===== config.mk =====
export PLATFORM = sky130hd
export DESIGN_NAME = mfq_queue_ptrs
export DESIGN_NICKNAME = d
export VERILOG_FILES = /design/src/rtl/mfq_pkg.sv /design/src/rtl/mfq_queue_ptrs.sv
export SDC_FILE = /design/constraint.sdc
export NUM_CORES = 1
export LEC_CHECK = 0
export CAP_MARGIN = 20
export CORE_ASPECT_RATIO = 1.4
export CORE_MARGIN = 2
export CORE_UTILIZATION = 50
export DETAILED_ROUTE_END_ITERATION = 10
export DONT_BUFFER_PORTS = 1
export GPL_ROUTABILITY_DRIVEN = 0
export HOLD_SLACK_MARGIN = 0.08
export SETUP_SLACK_MARGIN = 0.15
export SLEW_MARGIN = 20
export SYNTH_ARGS = -nofsm -noshare
export SYNTH_HDL_FRONTEND = slang
export SYNTH_SLANG_ARGS = --single-unit
export TNS_END_PERCENT = 30

===== constraint.sdc =====
create_clock -name clk -period 6.4 [get_ports clk]
set_input_delay 0 -clock clk [delete_from_list [all_inputs] [get_ports clk]]
set_output_delay 0 -clock clk [all_outputs]
set_load 0.005 [all_outputs]

===== src/rtl/mfq_pkg.sv =====
// ----------------------------------------------------------------------------
// MFQ scheduler package
// Shared types and constants of the multilevel feedback queue scheduler.
// ----------------------------------------------------------------------------
package mfq_pkg;

	// Level numbers are carried at the widest supported level count (16).
	localparam int LV_W = 4;
	typedef logic [LV_W-1:0] lvl_t;

	// Opcodes of an input item.
	localparam logic OP_ADMIT     = 1'b0;
	localparam logic OP_SLICE_END = 1'b1;

	// Configuration register indexes.
	localparam logic REG_BASE_QUANTUM  = 1'b0;
	localparam logic REG_ACTIVE_LEVELS = 1'b1;

	localparam logic [15:0] BASE_QUANTUM_RST  = 16'd100;
	localparam logic [3:0]  ACTIVE_LEVELS_RST = 4'd5;
	localparam logic [19:0] SLICE_MAX         = 20'hFFFFF;

	// Push and pop requests to the pointer file.
	typedef struct packed {
		logic push;
		lvl_t push_lv;
		logic pop;
		lvl_t pop_lv;
	} ptr_req_t;

	// Result of the priority search over the levels.
	typedef struct packed {
		logic found;
		lvl_t lv;
	} ptr_stat_t;

endpackage


===== src/rtl/mfq_queue_ptrs.sv =====
// ----------------------------------------------------------------------------
// MFQ queue pointer file
// Head, tail and fill count of every level, plus the search for the
// highest-priority nonempty active level.
// ----------------------------------------------------------------------------
module mfq_queue_ptrs #(
	parameter int LEVELS      = 8,
	parameter int LEVEL_DEPTH = 64,
	parameter int LW          = 3,
	parameter int IW          = 6
) (
	input  logic                clk,
	input  logic                arst_n,
	input  mfq_pkg::ptr_req_t   req,
	input  logic [mfq_pkg::LV_W:0] nlev,
	output logic                push_full,
	output logic [IW-1:0]       push_idx,
	output mfq_pkg::ptr_stat_t  stat,
	output logic [IW-1:0]       pop_idx
);

	import mfq_pkg::*;

	localparam int CW = $clog2(LEVEL_DEPTH + 1);

	logic [IW-1:0] head_q  [LEVELS];
	logic [IW-1:0] tail_q  [LEVELS];
	logic [CW-1:0] count_q [LEVELS];

	logic [LW-1:0] push_sel;
	logic [LW-1:0] pop_sel;

	assign push_sel  = req.push_lv[LW-1:0];
	assign pop_sel   = req.pop_lv[LW-1:0];
	assign push_full = (count_q[push_sel] >= CW'(LEVEL_DEPTH));
	assign push_idx  = tail_q[push_sel];
	assign pop_idx   = head_q[stat.lv[LW-1:0]];

	// Lowest-numbered active level that holds a task.
	always_comb begin
		stat = '0;
		for (int i = LEVELS - 1; i >= 0; i--) begin
			if ((count_q[i] != '0) && ((LV_W + 1)'(i) < nlev)) begin
				stat.found = 1'b1;
				stat.lv    = LV_W'(i);
			end
		end
	end

	always_ff @(posedge clk or negedge arst_n) begin
		if (!arst_n) begin
			for (int i = 0; i < LEVELS; i++) begin
				head_q[i]  <= '0;
				tail_q[i]  <= '0;
				count_q[i] <= '0;
			end
		end else begin
			for (int i = 0; i < LEVELS; i++) begin
				logic do_push;
				logic do_pop;
				do_push = req.push && (push_sel == LW'(i)) && !push_full;
				do_pop  = req.pop && (pop_sel == LW'(i));
				if (do_push) begin
					tail_q[i] <= (tail_q[i] == IW'(LEVEL_DEPTH - 1)) ? '0 : tail_q[i] + 1'b1;
				end
				if (do_pop) begin
					head_q[i] <= (head_q[i] == IW'(LEVEL_DEPTH - 1)) ? '0 : head_q[i] + 1'b1;
				end
				if (do_push && !do_pop) begin
					count_q[i] <= count_q[i] + 1'b1;
				end else if (do_pop && !do_push) begin
					count_q[i] <= count_q[i] - 1'b1;
				end
			end
		end
	end

	logic any_over;
	always_comb begin
		any_over = 1'b0;
		for (int i = 0; i < LEVELS; i++) begin
			if (count_q[i] > CW'(LEVEL_DEPTH)) begin
				any_over = 1'b1;
			end
		end
	end

	a_count_bounded: assert property (@(posedge clk) disable iff (!arst_n) !any_over)
		else $error("level fill count exceeds its depth");

	a_pop_nonempty: assert property (@(posedge clk) disable iff (!arst_n)
		req.pop |-> (count_q[pop_sel] != '0))
		else $error("pop from an empty level");

	a_full_no_grow: assert property (@(posedge clk) disable iff (!arst_n)
		(req.push && push_full && !req.pop) |=>
		(count_q[$past(push_sel)] == $past(count_q[push_sel])))
		else $error("full level accepted a push");

endmodule


Yosys cells after proc, flatten, opt, wreduce, memory -nomap -nowiden
Cells that the tools add are included.

Register bits after elaboration: 152. Bits of input ports: 17. Output and inout bits: 18. Word-level logic and storage cells: 231.

Add/sub/neg operators: 32. $lt $le $gt $ge: 11. Equal/unequal tests: 30. Multiplexer cells: 49. Bitwise gates (word level): 2. Reduce and logical (&&, ||, !) cells: 83.

Operators by type and width (number): 2-to-1 mux 7 bit (18); 2-to-1 mux 6 bit (20); adder 6 x 1 -> 6 bit, second input constant (16); == test 6 bit, second input constant (16); adder 7 x 1 -> 7 bit, second input constant (8); nonzero test 7 bit (8); subtractor 7 x 1 -> 7 bit, second input constant (8); logical AND 1 bit (48); 2-to-1 mux 5 bit (8); binary-select mux 6 bit (select 3 bit) (2); == test 3 bit, second input constant (8); binary-select mux 7 bit (select 3 bit) (1); < comparator 3 x 5 -> 1 bit, first input constant (4); zero test 1 bit (17); nonzero test 2 bit (8); == test 3 x 2 -> 1 bit, second input constant (4); < comparator 1 x 5 -> 1 bit, first input constant (2); < comparator 2 x 5 -> 1 bit, first input constant (2); >= comparator 4 bit, second input constant (2); inverter 3 -> 4 bit (2); >= comparator 7 bit, second input constant (1); == test 3 x 1 -> 1 bit, second input constant (2); zero test 3 bit (2).

Depth between registers and ports, before layout
Depth after elaboration: 14. Depth in mapped cells: 16.

Worst setup path after synthesis
No wires, ideal clock.

Kind: register to register. Start point: reg count_q[6] (netlist bit). End point: reg count_q[13] (netlist bit). Library setup time: 0.125 ns. Arrival: 3.313 ns. Data required time: 6.275 ns. Setup slack: 2.962 ns. Stages on the path, launching flop included: 17. Path buffers: 1. Cell sequence: dfrtp_1 -> mux4_2 -> nor2b_1 -> nand2_1 -> or2_2 -> clkbuf_1 -> inv_1 -> ha_1 -> inv_1 -> fa_1 -> a21o_1 -> a21oi_1 -> o21bai_1 -> a21oi_1 -> xnor2_1 -> nor2_1 -> xor2_1.

Word-level cells in the longest chain between the ends: 9.

Ends and longest elaborated chain: from (decl) (line mfq_queue_ptrs.sv:28) `logic [CW-1:0] count_q [LEVELS];`; from (signal, indexed assignment) (line mfq_queue_ptrs.sv:70) `count_q[i] <= count_q[i] + 1'b1;`; from (signal, indexed assignment) (line mfq_queue_ptrs.sv:72) `count_q[i] <= count_q[i] - 1'b1;`; binary-select mux 7 bit (select 3 bit) * (line mfq_queue_ptrs.sv:35) `assign push_full = (count_q[push_sel] >= CW'(LEVEL_DEPTH));`; 2-to-1 mux 7 bit (implied by the code) * (2 in series) (line mfq_queue_ptrs.sv:35); >= comparator 7 bit * (line mfq_queue_ptrs.sv:35); zero test 1 bit * (line mfq_queue_ptrs.sv:61) `do_push = req.push && (push_sel == LW'(i)) && !push_full;`; logical AND 1 bit * (line mfq_queue_ptrs.sv:61); zero test 1 bit (line mfq_queue_ptrs.sv:71) `end else if (do_pop && !do_push) begin`; logical AND 1 bit (line mfq_queue_ptrs.sv:71); nonzero test 2 bit (no line).

Mark *: on every way between the ends. The rest lies on a longest branch, timed or not. The select of a mux whose other input is x is not followed. A chain may end at the register's enable or synchronous reset.

Worst setup path in the final report
Start point: reg count_q[34] (netlist bit). End point: reg count_q[34] (netlist bit).

Word-level cells in the longest chain between the ends: 9.

Ends and longest elaborated chain (line): binary-select mux 7 bit (select 3 bit) (mfq_queue_ptrs.sv:35); 2-to-1 mux 7 bit (implied by the code) (2 in series) (mfq_queue_ptrs.sv:35); >= comparator 7 bit (mfq_queue_ptrs.sv:35); zero test 1 bit (mfq_queue_ptrs.sv:61); logical AND 1 bit (mfq_queue_ptrs.sv:61); zero test 1 bit (mfq_queue_ptrs.sv:71); logical AND 1 bit (mfq_queue_ptrs.sv:71); nonzero test 2 bit (no line).

Parallel ways exist; a longest one is shown, timed or not. The select of a mux whose other input is x is not followed.

==> metrics.md <==
| Metric | Value |
|---|---|
| Area delta synth->final | `10.1%` |
| Die area | `around 20000 µm²` |
| Grt ovf | `0` |
| Setup bufs post-CTS | `0` |
| Commonest cells post-synth | `dfrtp_1, nand2_1, o21ai_0` |
| Final Cycle Share | `0.603` |
| Initial DRC Count | `340` |
| Die Ht | `166 µm` |
| # hold bufs at CTS | `16` |
| Clock Sinks | `around 150` |
| Routed via count | `6727` |
| Io pins | `35` |
| Initial antenna violation count | `0` |
| Async set-reset flop share out of synthesis | `1.00` |
| Fillers | `between 1500 and 2000` |
| Total negative slack | `0 ns` |
| TritonCTS buffer count | `17` |
| Seq pwr share | `0.406` |
| Synth Warn # | `0` |
| NetSw | `approximately 0.0015 W` |
| Max-Cap Viols | `0` |
| Mapped Cells | `919` |
| Most common cell in the netlist | `dfrtp_1` |
| DR WL/cell | `16.1 µm` |
| Post-synthesis cell type count | `50` |
| Post-synth top area share | `0.406` |
| Top cell type by total area after synthesis | `dfrtp_1` |
| Seq/Total Area, Yosys | `0.406` |
| Synthesized flop and latch total | `152` |
| Post-synth net total | `1015` |
| Nets | `slightly above 1000` |
| Core Rows | `59` |
| CTS resizes | `0` |
| Number of enable flip-flop cells after synthesis | `0` |
| Number of buffers on the longest clock path | `2` |
| Power per cell area | `395 nW/µm²` |
| Number of global-route vias before repair | `6733` |
| WP data required | `6.70 ns` |
| Max incr delay on CP | `0.55 ns` |
| Depth of the CTS H-tree | `4` |
| FMAX | `roughly 260 MHz` |
| Critical path type | `reg -> reg` |
| Outcome | `finished clean` |
| RSZ-0062 raised after global routing | `false` |
| PortBufs | `0` |
| DRT Pass-1 Iters | `4` |
| Setup crit end kind | `register` |
| CTS tree | `built` |
| # diodes | `0` |
| Leakage power | `4.58 nW` |
| Clock skew | `0.0102 ns` |
| Setup-failing EPs final | `0` |
| Clock latency at the later pin of the worst-skew pair | `0.43 ns` |
| Final Hold Vio Count | `0` |
| Initial cell density of the core | `0.507` |
| Relative slew slack | `0.467` |
| Share of cells above drive strength 1 | `0.0937` |
| Worst path top cell family by delay | `simple AND/OR/NAND/NOR gates` |
| Slowest cell on the critical path | `nor2_1` |
| Root buffer cell | `clkbuf_16` |
| CP Max Fanout | `8` |
| Crit path time final | `3.86 ns` |
| First-pass GRT wire length | `33100 µm` |
| Main synth FF type | `dfrtp_1` |
| Internal | `0.00258 W` |
| Clk slew on worst S/H paths | `0.07 ns` |
| Vias/cell | `~5.6` |
| Max Slew Vio Count | `0` |
| Crit-path cells | `mux4_2 > nor2_1 > nand2_1 > nor2_1 > ha_1 > inv_1 > fa_1 > a21o_1 > a21oi_1 > o21bai_1 > a21oi_1 > xnor2_1 > nor2_1 > xor2_1` |
| Worst slew pin tran | `0.799 ns` |
| Synthesized area per cell | `10.2 µm²` |
| Combinational share of power | `0.366` |
| Die W | `around 120 µm` |
| Sw Ratio | `0.368` |
| CP arrival | `4.16 ns` |
| Hpwl dp | `14000 µm` |
| Buffers and inverters on the worst path | `1` |
| Clock Power Share | `0.228` |
| Post-Syn Area | `~9400 µm²` |
| HP Class | `in -> reg` |
| Most used cell, CP | `nor2_1` |
| Dpl ws | `2.54 ns` |
| CP Launch Type | `register` |
| Total GRT Usage | `0.208` |
| Final ANT Viol Nets | `0` |
| Synth top area cells | `dfrtp_1, ha_1, xnor2_1` |
| Residual DRC | `0` |
| Largest net degree at the start of global routing | `153` |
| Total Wirelength | `19200 µm` |
| Peak supply drop | `0.188 mV` |
| Final worst slack | `2.54 ns` |
| Core Region | `around 18000 µm²` |
per-stage QoR:
step / hold slack, ns / util / std cells / total power (W) / area, µm²
finish: 0.0723 / 0.559 / 1194 / 0.00408 / 10300
global route: 0.0922 / 0.559 / 1194 / 0.00445 / 10300
CTS: 0.0855 / 0.559 / 1194 / 0.00413 / 10300
detailed placement: -0.288 / 0.520 / 1146 / 0.00315 / 9590
global placement: -0.289 / 0.520 / 1146 / 0.00311 / 9590
floorplan: -0.296 / - / 919 / 0.00281 / 9370
kinds of logic (layout without fill, tap and decap cells):
logic type	after synthesis	count (layout)	synth area share
compound gates	182	182	0.118
xor+xnor	90	90	0.0842
fa+ha+maj	79	79	0.112
buf+inv	58	89	0.0248
flops	152	152	0.406
mux	63	63	0.112
other cells	1	1	0.000400
simple gates	294	294	0.143
final timing paths:
path,startpoint,endpoint,slack (ns),depth (start not counted)
worst max-delay path,count_q[34],count_q[34],2.54,14
worst min-delay path,req[0],head_q[0],0.07,2
worst max register to register,count_q[34],count_q[34],2.54,14
worst min register to register,count_q[55],count_q[55],0.50,1
max in group asynchronous,arst_n,head_q[13],5.56,2
min in group asynchronous,arst_n,tail_q[2],0.21,2
cell type report:
| type | count | area (µm²) | area share |
|---|---|---|---|
| tap | 244 | 305 | 0.0296 |
| inverter | 41 | 154 | 0.0149 |
| clock buffer | 19 | 443 | 0.0430 |
| clock inverter | 13 | 100 | 0.00971 |
| timing repair buffer | 16 | 178 | 0.0172 |
| multi-input combinational | 709 | 5330 | 0.517 |
| sequential | 152 | 3800 | 0.369 |
state kept, by name, indices dropped and copies added, names as in the netlist:
name	flops
head_q	48
count_q	56
tail_q	48
power by group through the flow:
| stage | clock network [W] | logic (W) | registers [W] |
|---|---|---|---|
| after floorplan | 0 | 0.00126 | 0.00155 |
| after global placement | 0 | 0.00144 | 0.00167 |
| after detailed placement | 0 | 0.00148 | 0.00167 |
| after CTS | 0.000957 | 0.00151 | 0.00166 |
| after global routing | 0.00100 | 0.00173 | 0.00171 |
| final | 0.000931 | 0.00149 | 0.00166 |
layout by cell type, fill, tap and decap left out, types with 19 or more instances in the layout:
cell type	count
nand2_1	132
a21o_1	21
nor2_1	55
xnor2_1	66
xor2_1	24
dfrtp_1	152
mux2_2	35
o21ai_0	77
a21oi_1	38
nand4_1	19
inv_1	40
ha_1	71
nand3_1	24
layer usage:
metal	vias to the layer above	global-route usage	part of all wire
li1	3310	-	-
met2	107	0.358	0.51
met5	-	0	0
met4	0	0.0772	0.024
met1	3277	0.249	0.42
met3	33	0.0567	0.045
(Power assumes the default switching activity.)
